[src/rtl/tmsu_pkg.sv]
package tmsu_pkg;

  // default sizes of the banks
  localparam int NUM_MUTEXES_DEF    = 8;
  localparam int NUM_SEMAPHORES_DEF = 8;
  localparam int COUNT_BITS_DEF     = 4;

  // operation codes
  localparam logic [2:0] KIND_ACQUIRE = 3'd0;
  localparam logic [2:0] KIND_RELEASE = 3'd1;
  localparam logic [2:0] KIND_INIT    = 3'd2;
  localparam logic [2:0] KIND_POST    = 3'd3;
  localparam logic [2:0] KIND_GET     = 3'd4;
  localparam logic [2:0] KIND_STATUS  = 3'd5;

  typedef struct packed {
    logic [2:0] kind;
    logic [1:0] thread_num;
    logic [2:0] mtx_idx;
    logic [7:0] sem_select;
    logic [3:0] limit_value;
    logic [3:0] start_value;
  } req_t;

  typedef struct packed {
    logic       granted;
    logic       mutex_free_for_thread;
    logic [3:0] sem_value;
    logic       sem_is_zero;
    logic       sem_is_max;
    logic       select_error;
  } rsp_t;

  // mutex bank answer
  typedef struct packed {
    logic granted;
    logic mutex_free_for_thread;
  } mtx_rsp_t;

  // semaphore bank answer
  typedef struct packed {
    logic [3:0] sem_value;
    logic       sem_is_zero;
    logic       sem_is_max;
    logic       select_error;
  } sem_rsp_t;

endpackage

[src/rtl/thread_mutex_semaphore_unit_top.sv]
// a request taken at a clock edge sits in the input register, its result is loaded into
// the result register at the next edge and marked by done for one cycle
// throughput: one request per cycle; busy is only high during reset
// the result is shown for a single cycle and the receiver cannot stall it
// reset (synchronous, active high) frees all mutexes, zeroes owners, counts and maxima
module thread_mutex_semaphore_unit_top
  import tmsu_pkg::*;
#(
  parameter int NUM_MUTEXES    = NUM_MUTEXES_DEF,
  parameter int NUM_SEMAPHORES = NUM_SEMAPHORES_DEF,
  parameter int COUNT_BITS     = COUNT_BITS_DEF
) (
  input  logic clk,
  input  logic rst,
  input  logic start,
  output logic busy,
  input  req_t req,
  output logic done,
  output rsp_t result
);

  // captured request
  req_t     req_q;
  logic     req_vld;
  // answers from the two banks
  mtx_rsp_t mtx_rsp;
  sem_rsp_t sem_rsp;

  // nothing blocks a request except reset
  assign busy = rst;

  // input register: the request waits here while the banks work on it
  always_ff @(posedge clk) begin
    if (rst) begin
      req_vld <= 1'b0;
    end else begin
      req_vld <= start;
    end
    req_q <= req;
  end

  // mutex bank: owner check, take and release
  tmsu_mutex_bank #(
    .NUM_MUTEXES (NUM_MUTEXES)
  ) u_mutex_bank (
    .clk        (clk),
    .rst        (rst),
    .en         (req_vld),
    .kind       (req_q.kind),
    .thread_num (req_q.thread_num),
    .mtx_idx    (req_q.mtx_idx),
    .rsp        (mtx_rsp)
  );

  // semaphore bank: one-hot select check, init, saturating post and get
  tmsu_sem_bank #(
    .NUM_SEMAPHORES (NUM_SEMAPHORES),
    .COUNT_BITS     (COUNT_BITS)
  ) u_sem_bank (
    .clk         (clk),
    .rst         (rst),
    .en          (req_vld),
    .kind        (req_q.kind),
    .sem_select  (req_q.sem_select),
    .limit_value (req_q.limit_value),
    .start_value (req_q.start_value),
    .rsp         (sem_rsp)
  );

  // result register: loads at the same edge at which the bank state updates,
  // so the next request already sees the new state
  always_ff @(posedge clk) begin
    if (rst) begin
      done <= 1'b0;
    end else begin
      done <= req_vld;
    end
    result.granted               <= mtx_rsp.granted;
    result.mutex_free_for_thread <= mtx_rsp.mutex_free_for_thread;
    result.sem_value             <= sem_rsp.sem_value;
    result.sem_is_zero           <= sem_rsp.sem_is_zero;
    result.sem_is_max            <= sem_rsp.sem_is_max;
    result.select_error          <= sem_rsp.select_error;
  end

endmodule

[src/rtl/tmsu_mutex_bank.sv]
module tmsu_mutex_bank
  import tmsu_pkg::*;
#(
  parameter int NUM_MUTEXES = NUM_MUTEXES_DEF
) (
  input  logic       clk,
  input  logic       rst,
  input  logic       en,
  input  logic [2:0] kind,
  input  logic [1:0] thread_num,
  input  logic [2:0] mtx_idx,
  output mtx_rsp_t   rsp
);

  logic       held       [NUM_MUTEXES];
  logic [1:0] owner      [NUM_MUTEXES];
  logic       held_next  [NUM_MUTEXES];
  logic [1:0] owner_next [NUM_MUTEXES];
  logic       hit        [NUM_MUTEXES];

  always_comb begin
    rsp = '0;
    for (int i = 0; i < NUM_MUTEXES; i++) begin
      hit[i]        = (32'(mtx_idx) == i);
      held_next[i]  = held[i];
      owner_next[i] = owner[i];
      if (en && hit[i]) begin
        if (kind == KIND_ACQUIRE) begin
          if (!held[i] || owner[i] == thread_num) begin
            held_next[i]  = 1'b1;
            owner_next[i] = thread_num;
            rsp.granted   = 1'b1;
          end
        end else if (kind == KIND_RELEASE) begin
          if (held[i] && owner[i] == thread_num) begin
            held_next[i] = 1'b0;
          end
        end
      end
      // state after the operation, reported for every defined kind
      if (hit[i] && kind <= KIND_STATUS) begin
        rsp.mutex_free_for_thread = !held_next[i] || owner_next[i] == thread_num;
      end
    end
  end

  always_ff @(posedge clk) begin
    for (int i = 0; i < NUM_MUTEXES; i++) begin
      if (rst) begin
        held[i]  <= 1'b0;
        owner[i] <= '0;
      end else begin
        held[i]  <= held_next[i];
        owner[i] <= owner_next[i];
      end
    end
  end

endmodule

[src/rtl/tmsu_sem_bank.sv]
module tmsu_sem_bank
  import tmsu_pkg::*;
#(
  parameter int NUM_SEMAPHORES = NUM_SEMAPHORES_DEF,
  parameter int COUNT_BITS     = COUNT_BITS_DEF
) (
  input  logic       clk,
  input  logic       rst,
  input  logic       en,
  input  logic [2:0] kind,
  input  logic [7:0] sem_select,
  input  logic [3:0] limit_value,
  input  logic [3:0] start_value,
  output sem_rsp_t   rsp
);

  logic [COUNT_BITS-1:0] count      [NUM_SEMAPHORES];
  logic [COUNT_BITS-1:0] limit      [NUM_SEMAPHORES];
  logic [COUNT_BITS-1:0] count_next [NUM_SEMAPHORES];
  logic [COUNT_BITS-1:0] limit_next [NUM_SEMAPHORES];
  logic [COUNT_BITS-1:0] sel_count;
  logic [COUNT_BITS-1:0] sel_limit;
  logic                  sem_op;
  logic                  sel_ok;

  always_comb begin
    sem_op    = (kind >= KIND_INIT) && (kind <= KIND_STATUS);
    // exactly one bit, and that bit inside the bank
    sel_ok    = $onehot(sem_select) && ((16'(sem_select) >> NUM_SEMAPHORES) == '0);
    sel_count = '0;
    sel_limit = '0;
    for (int i = 0; i < NUM_SEMAPHORES; i++) begin
      count_next[i] = count[i];
      limit_next[i] = limit[i];
      if (en && sem_op && sel_ok && sem_select[i]) begin
        case (kind)
          KIND_INIT: begin
            count_next[i] = COUNT_BITS'(start_value);
            limit_next[i] = COUNT_BITS'(limit_value);
          end
          KIND_POST: begin
            if (count[i] < limit[i]) begin
              count_next[i] = count[i] + 1'b1;
            end
          end
          KIND_GET: begin
            if (count[i] != '0) begin
              count_next[i] = count[i] - 1'b1;
            end
          end
          default: begin
          end
        endcase
      end
      if (sem_select[i]) begin
        sel_count = sel_count | count_next[i];
        sel_limit = sel_limit | limit_next[i];
      end
    end

    rsp = '0;
    if (sem_op) begin
      if (!sel_ok) begin
        rsp.select_error = 1'b1;
      end else begin
        rsp.sem_value   = 4'(sel_count);
        rsp.sem_is_zero = (sel_count == '0);
        rsp.sem_is_max  = (sel_count == sel_limit);
      end
    end
  end

  always_ff @(posedge clk) begin
    for (int i = 0; i < NUM_SEMAPHORES; i++) begin
      if (rst) begin
        count[i] <= '0;
        limit[i] <= '0;
      end else begin
        count[i] <= count_next[i];
        limit[i] <= limit_next[i];
      end
    end
  end

endmodule

[config.mk]
export PLATFORM = sky130hd
export DESIGN_NAME = thread_mutex_semaphore_unit_top
export DESIGN_NICKNAME = d
export VERILOG_FILES = /design/src/rtl/tmsu_pkg.sv /design/src/rtl/thread_mutex_semaphore_unit_top.sv /design/src/rtl/tmsu_mutex_bank.sv /design/src/rtl/tmsu_sem_bank.sv
export SDC_FILE = /design/constraint.sdc
export NUM_CORES = 1
export LEC_CHECK = 0
export ABC_CLOCK_PERIOD_IN_PS = 9000
export BUFFER_PORTS_ARGS = -buffer_cell sky130_fd_sc_hd__buf_2
export CAP_MARGIN = 10
export CORE_UTILIZATION = 30
export DETAILED_ROUTE_END_ITERATION = 10
export PLACE_DENSITY = 0.42
export SYNTH_ARGS = -nofsm -noshare
export SYNTH_HDL_FRONTEND = slang
export SYNTH_SLANG_ARGS = --single-unit
[constraint.sdc]
create_clock -name clk -period 9 [get_ports clk]
set_clock_uncertainty 0.15 [all_clocks]
set_input_delay 0.9 -clock clk [delete_from_list [all_inputs] [get_ports clk]]
set_output_delay 0.9 -clock clk [all_outputs]
set_load 0.005 [all_outputs]
### Word level (Yosys, flattened, before mapping)

Memories as Yosys holds them, arrays and structs flattened.
Index checks and enable logic that the tools add are counted.
Widths: inputs -> output; s select.

* register bits after elaboration: 35
* memory bits (writable): 88
* input port bits: 27
* output and inout port bits: 11
* logic and storage cells: 401
* memories kept: 4

* add/sub/neg operators: 23
* magnitude comparators: 10
* equal/unequal tests: 29
* multiplexer cells: 196
* bitwise logic cells: 46
* reduce and logical (&&, ||, !) cells: 79

Memory list
* u_sem_bank.count: depth 8, bits a word 4, read ports 8, clocked after memory_dff 0, write ports 8, RTL line tmsu_sem_bank.sv:17 `logic [COUNT_BITS-1:0] count [NUM_SEMAPHORES];`
* u_sem_bank.limit: depth 8, bits a word 4, read ports 8, clocked after memory_dff 0, write ports 8, RTL line tmsu_sem_bank.sv:18 `logic [COUNT_BITS-1:0] limit [NUM_SEMAPHORES];`
* u_mutex_bank.owner: depth 8, bits a word 2, read ports 8, clocked after memory_dff 0, write ports 8, RTL line tmsu_mutex_bank.sv:16 `logic [1:0] owner [NUM_MUTEXES];`
* u_mutex_bank.held: depth 8, bits a word 1, read ports 8, clocked after memory_dff 0, write ports 8, RTL line tmsu_mutex_bank.sv:15 `logic held [NUM_MUTEXES];`

Operators with widths (number)
* $mux 4: 72
* $pmux 4 s3: 8
* $mux 1: 84
* $mux 2: 32
* $or 4x4->4: 14
* $logic_and 1x1->1: 35
* $add 4x1->4 const B: 8
* $eq 2x2->1: 16
* $lt 4x4->1: 8
* $or 1x1->1: 32
* $reduce_bool 4->1: 8
* $sub 4x1->4 const B: 8
* $logic_not 1->1: 16
* $logic_or 1x1->1: 16
* $eq 3x3->1 const B: 5
* $add 4x4->4: 3
* $eq 3x2->1 const B: 4
* $add 1x1->2: 4
* $eq 3x1->1 const B: 2
* $logic_not 3->1: 2
* $eq 4x1->1 const B: 1
* $eq 4x4->1: 1
* $logic_not 4->1: 1
* $ge 3x2->1 const B: 1
* other kinds (2): 2

### Logic depth before layout (Yosys ltp)

An unclocked memory read counts as a cell.

* depth after elaboration: 27
* mapped depth: 18
* mapped depth without buffers: 16

### By module

A second synthesis with hierarchy kept.

* cells, all modules: 983
* area total of the unflattened synthesis: 7895.1 um^2

Modules (own cells, without submodules)
* tmsu_sem_bank: instances 1, cells each 789, area an instance 5791.8 um^2, seq. area each 1281.2 um^2
* tmsu_mutex_bank: instances 1, cells each 156, area an instance 1382.6 um^2, seq. area each 480.5 um^2
* thread_mutex_semaphore_unit_top: instances 1, cells each 38, area an instance 720.7 um^2, seq. area each 700.7 um^2

### Worst setup path before layout

No wires, ideal clock.

* path kind: reg2reg
* start point: register req_q[8] (netlist name)
* end point: register result[1] (netlist name)
* library setup time: 0.088 ns
* arrival: 4.414 ns
* data required time: 8.762 ns
* setup slack: 4.348 ns
* stages on the path, launching flop included: 18
* period minus slack after synthesis: 4.652 ns
* cells stage by stage: dfxtp_1 -> ha_1 -> fa_1 -> inv_1 -> fa_1 -> inv_1 -> ha_1 -> fa_1 -> or4b_1 -> buf_6 -> a211oi_4 -> buf_2 -> o22ai_1 -> a311oi_1 -> o211ai_1 -> a211oi_4 -> xor2_1 -> nor4_2

* word-level cells in the longest chain between the ends: 23
* elaborated cells between the ends (all ways): 61
* those cells by class: 3 x add/sub; 2 x eq/ne; 32 x mux; 14 x bitwise; 10 x reduce/logical

RTL lines
* from (decl): RTL line thread_mutex_semaphore_unit_top.sv:23 `req_t req_q;`
* from (signal assigned): RTL line thread_mutex_semaphore_unit_top.sv:39 `req_q <= req;`
* $add 1x1->2 (implied by the code): RTL line tmsu_sem_bank.sv:29 `sel_ok = $onehot(sem_select) && ((16'(sem_select) >> NUM_SEMAPHORES) == '0);`
* $add 4x4->4 (implied by the code) (2 in a row): RTL line tmsu_sem_bank.sv:29
* $eq 4x1->1: RTL line tmsu_sem_bank.sv:29
* $logic_and 1x1->1 (2 in a row): RTL line tmsu_sem_bank.sv:35 `if (en && sem_op && sel_ok && sem_select[i]) begin`
* $mux 4: RTL line tmsu_sem_bank.sv:35
* $mux 4: RTL line tmsu_sem_bank.sv:55 `if (sem_select[i]) begin`
* $or 4x4->4 (on tied branches): RTL line tmsu_sem_bank.sv:56, tmsu_sem_bank.sv:57
* $mux 4: RTL line tmsu_sem_bank.sv:55
* (+5 left out)
* $mux 4: RTL line tmsu_sem_bank.sv:55
* $or 4x4->4 (on tied branches): RTL line tmsu_sem_bank.sv:56, tmsu_sem_bank.sv:57
* $mux 4: RTL line tmsu_sem_bank.sv:55
* $or 4x4->4 (on tied branches): RTL line tmsu_sem_bank.sv:56, tmsu_sem_bank.sv:57
* $mux 4: RTL line tmsu_sem_bank.sv:55
* $or 4x4->4 (on tied branches): RTL line tmsu_sem_bank.sv:56, tmsu_sem_bank.sv:57
* $mux 4: RTL line tmsu_sem_bank.sv:55
* $eq 4x4->1: RTL line tmsu_sem_bank.sv:68 `rsp.sem_is_max = (sel_count == sel_limit);`
* to (decl): RTL line thread_mutex_semaphore_unit_top.sv:19 `output rsp_t result`

Parallel ways exist; a longest one is shown, timed or not.
A chain may end at the register's enable or synchronous reset.

### Worst setup path in the final report

* start point: register req_q[9] (netlist name)
* end point: register result[1] (netlist name)

Same word-level chain as after synthesis.

==> reports/summary.txt <==
unrepaired setup endpoints after global routing: false
number of warnings reported in the yosys synthesis log: 0
number of placed instances, taps included: 1339
via count of the first global-routing pass: 7045
cell count of the worst hold path: 2
vias: 7476
area of the mapped netlist: 8154 um2
DRC violation count after routing: 0
cell type with the highest aggregate area in the netlist: dfxtp_1
post-synthesis sequential area ratio: 30.20%
DIE HEIGHT: 166.9 um
non-filler cells in the finished layout: 1371
maximum clock insertion buffer count: 2
cell count after synthesis: 1036
post-detailed-placement half-perimeter wirelength: 20000 um
launching point of the worst reg2reg path: req_q[9]
RePlAce Congestion: 0.8473
final number of setup-violating endpoints: 0
Clock Tree Root: clkbuf_16
endpoint with the worst hold slack: u_sem_bank.limit[0][1]
Max transition margin: 22.53%
fill cell instance count of the final layout: 2796
Avg Synthesized Cell Area: 7.871 um2
Worst R2R Setup Slack: 3010 ps
placed cell area: 8407 um2
critical path class: reg2reg
routed wire length: 28020 um
transition time at the pin with the least slew margin: 1159 ps
H-tree levels: 4
share of async-settable or async-resettable flops after synthesis: 0%
clock latency reported for the late side of the worst-skew pair: 430 ps
Post-Syn Nets: 1113
clock transition at the registers of the reported paths: 70 ps
number of search-and-repair iterations in the first detailed-routing pass: 5
Global Route Usage Sum: 20.45%
r2r worst-path depth: 16
most used standard cell by instance count after synthesis: dfxtp_1
Initial Utilization: 30.94%
largest cells by area after synthesis: dfxtp_1, a21oi_1, ha_1
Main synth FF type: dfxtp_1
floorplan die width: 166.9 um
post-place setup slack: 3091 ps
critical path arrival: 6180 ps
largest net degree at the start of global routing: 92
Final #Nets: 1100
Fin Setup TNS: 0 ps
Crit. End Element: flip-flop
cells resized by post-CTS repair: 0
area growth from synthesis to layout: 11.22%
post-detailed-route via-to-cell ratio: 5.453
P per Cell Area: 166.0 nW/um2
count of input and output buffers: 37
Yosys cell types: 78
die area: 27840 um2
Initial DRC Count: 559
standard cell core area: 26350 um2
highest attainable clock frequency: 0.1671 GHz
Final Hold Viols: 0
outcome: finished clean
flip-flop and latch count after synthesis: 123
Num Clock Sinks: 123
fraction of final layout cells with drive strength greater than 1: 10.81%
number of rows in the core area: 59
diodes inserted: 0
required time of the worst setup path: 9200 ps
routed wire length per instance: 20.44 um
share of the synthesized area in the top cell type: 30.20%
startpoint type of the worst setup path: flip-flop
post-layout worst setup margin: 3015 ps
post-route design area: 9069 um2
clock tree from TritonCTS: built
first-pass GRT wire length: 43250 um
number of hold buffers added after cts: 0
final critical-path share of the clock period: 66.50%
highest ir drop seen on vdd: 0.08591 mV
leakage power: 3.394 nW
hold path startpoint: u_sem_bank.limit[0][1]
total of max-cap violations: 0
Inserted Clock Buffers: 17
capture point of the worst reg-to-reg path: result[1]
Remaining Overflow, GRT: 0
Period minus WS final: 5985 ps
count of flip-flops with a built-in enable after synthesis: 0
top post-synthesis cells by count: dfxtp_1, a21oi_1, nand2_1
number of antenna violations at the first check in global routing: 2
number of pins with negative max-slew slack in the final report: 0
hold crit path type: reg2reg
Crit Path Max Fanout: 19
post-CTS setup buffer count: 0
Post-DRT Antenna Nets: 0
boundary pin count: 38
==> registers in the layout, indices dropped and copies added (netlist names) <==
signal and flops:
u_sem_bank.count 32, u_sem_bank.limit 32, req_q 24, u_mutex_bank.owner 16
result 9, u_mutex_bank.held 8, done 1, req_vld 1
==> cell usage in the layout, fill, tap and decap left out, drive strengths merged, types with 7 or more instances in the layout <==
| cell | Yosys | routed |
|---|---|---|
| a2111oi | 9 | 9 |
| a211oi | 18 | 18 |
| a21o | 17 | 17 |
| a21oi | 116 | 116 |
| a22oi | 12 | 12 |
| a31oi | 13 | 13 |
| and2 | 9 | 9 |
| buf | 13 | 46 |
| clkbuf | 63 | 18 |
| dfxtp | 123 | 123 |
| ha | 46 | 46 |
| inv | 59 | 66 |
| mux2i | 35 | 35 |
| nand2 | 98 | 98 |
| nand2b | 13 | 13 |
| nand3 | 55 | 55 |
| nor2 | 93 | 93 |
| nor2b | 7 | 7 |
| nor3 | 26 | 26 |
| nor3b | 11 | 11 |
| nor4 | 12 | 12 |
| o211ai | 16 | 16 |
| o21a | 10 | 10 |
| o21ai | 42 | 42 |
| o21bai | 8 | 8 |
| or2 | 11 | 11 |
| xor2 | 17 | 17 |
==> layout make-up <==
cell class	count	area [um2]	share of cell area, %
clock inverter	14	232.7	2.566
multi-input combinational	776	5049	55.67
timing repair buffer	46	255.2	2.815
inverter	59	221.5	2.442
tap	335	419.2	4.622
clock buffer	18	429.2	4.732
sequential	123	2462	27.15
==> report_power, final <==
part | total (W) | switching, W | internal, W
sequential | 0.000581 | 0.0000250 | 0.000556
clock | 0.000806 | 0.000305 | 0.000501
combinational | 0.000118 | 0.0000769 | 0.0000416
total | 0.00151 | 0.000407 | 0.00110
==> worst max path at each step <==
stage	from	to	slack [ps]	cells after the start
global route	req_q[9]	result[1]	2670	16
floorplan	req_q[8]	result[1]	4350	17
detailed placement	req_q[9]	result[1]	3090	16
CTS	req_q[9]	result[1]	3040	16
global placement	req_q[9]	result[1]	3190	16
finish	req_q[9]	result[1]	3010	16
==> critical path: stages (launching register included) <==
cell	delay (ps)
dfxtp_1	790
ha_1	220
inv_1	50
fa_1	450
fa_1	520
inv_1	40
ha_1	200
fa_1	460
or4b_1	650
a211oi_4	830
nand2_1	310
a221oi_1	450
a2111o_1	190
nor4_1	60
nand2_1	170
xnor2_1	100
nor4_2	250
==> through the flow <==
stage	hold WS (ps)	total power [W]	utilization, %
6_report	316.1	0.001506	34.41
5_1_grt	340.8	0.001561	34.41
4_1_cts	315.3	0.001524	34.41
3_5_place_dp	304.6	0.0007124	31.90
3_3_place_gp	295.6	0.0007126	31.90
2_1_floorplan	286.3	0.0006750	-
==> metal layers <==
| layer | vias up | global-route usage, % | share of wire, % |
|---|---|---|---|
| li1 | 3690 | - | - |
| met1 | 3523 | 27.17 | 47 |
| met5 | - | 0 | 0.093 |
| met3 | 52 | 3.351 | 4.1 |
| met4 | 4 | 9.138 | 3.4 |
| met2 | 207 | 32.42 | 45 |
==> cells by family (layout without fill, tap and decap cells) <==
kind of cell | after synthesis | in the layout | share of synthesized area, %
AND/OR/NAND/NOR | 364 | 364 | 21.94
AO/OA/AOI/OAI | 305 | 305 | 24.80
buffers and inverters | 137 | 137 | 8.163
flip-flops | 123 | 123 | 30.20
adder cells (fa/ha/maj) | 50 | 50 | 8.041
multiplexers | 37 | 37 | 4.711
XOR/XNOR | 20 | 20 | 2.148
No activity file was read; power rests on OpenSTA's default activity.
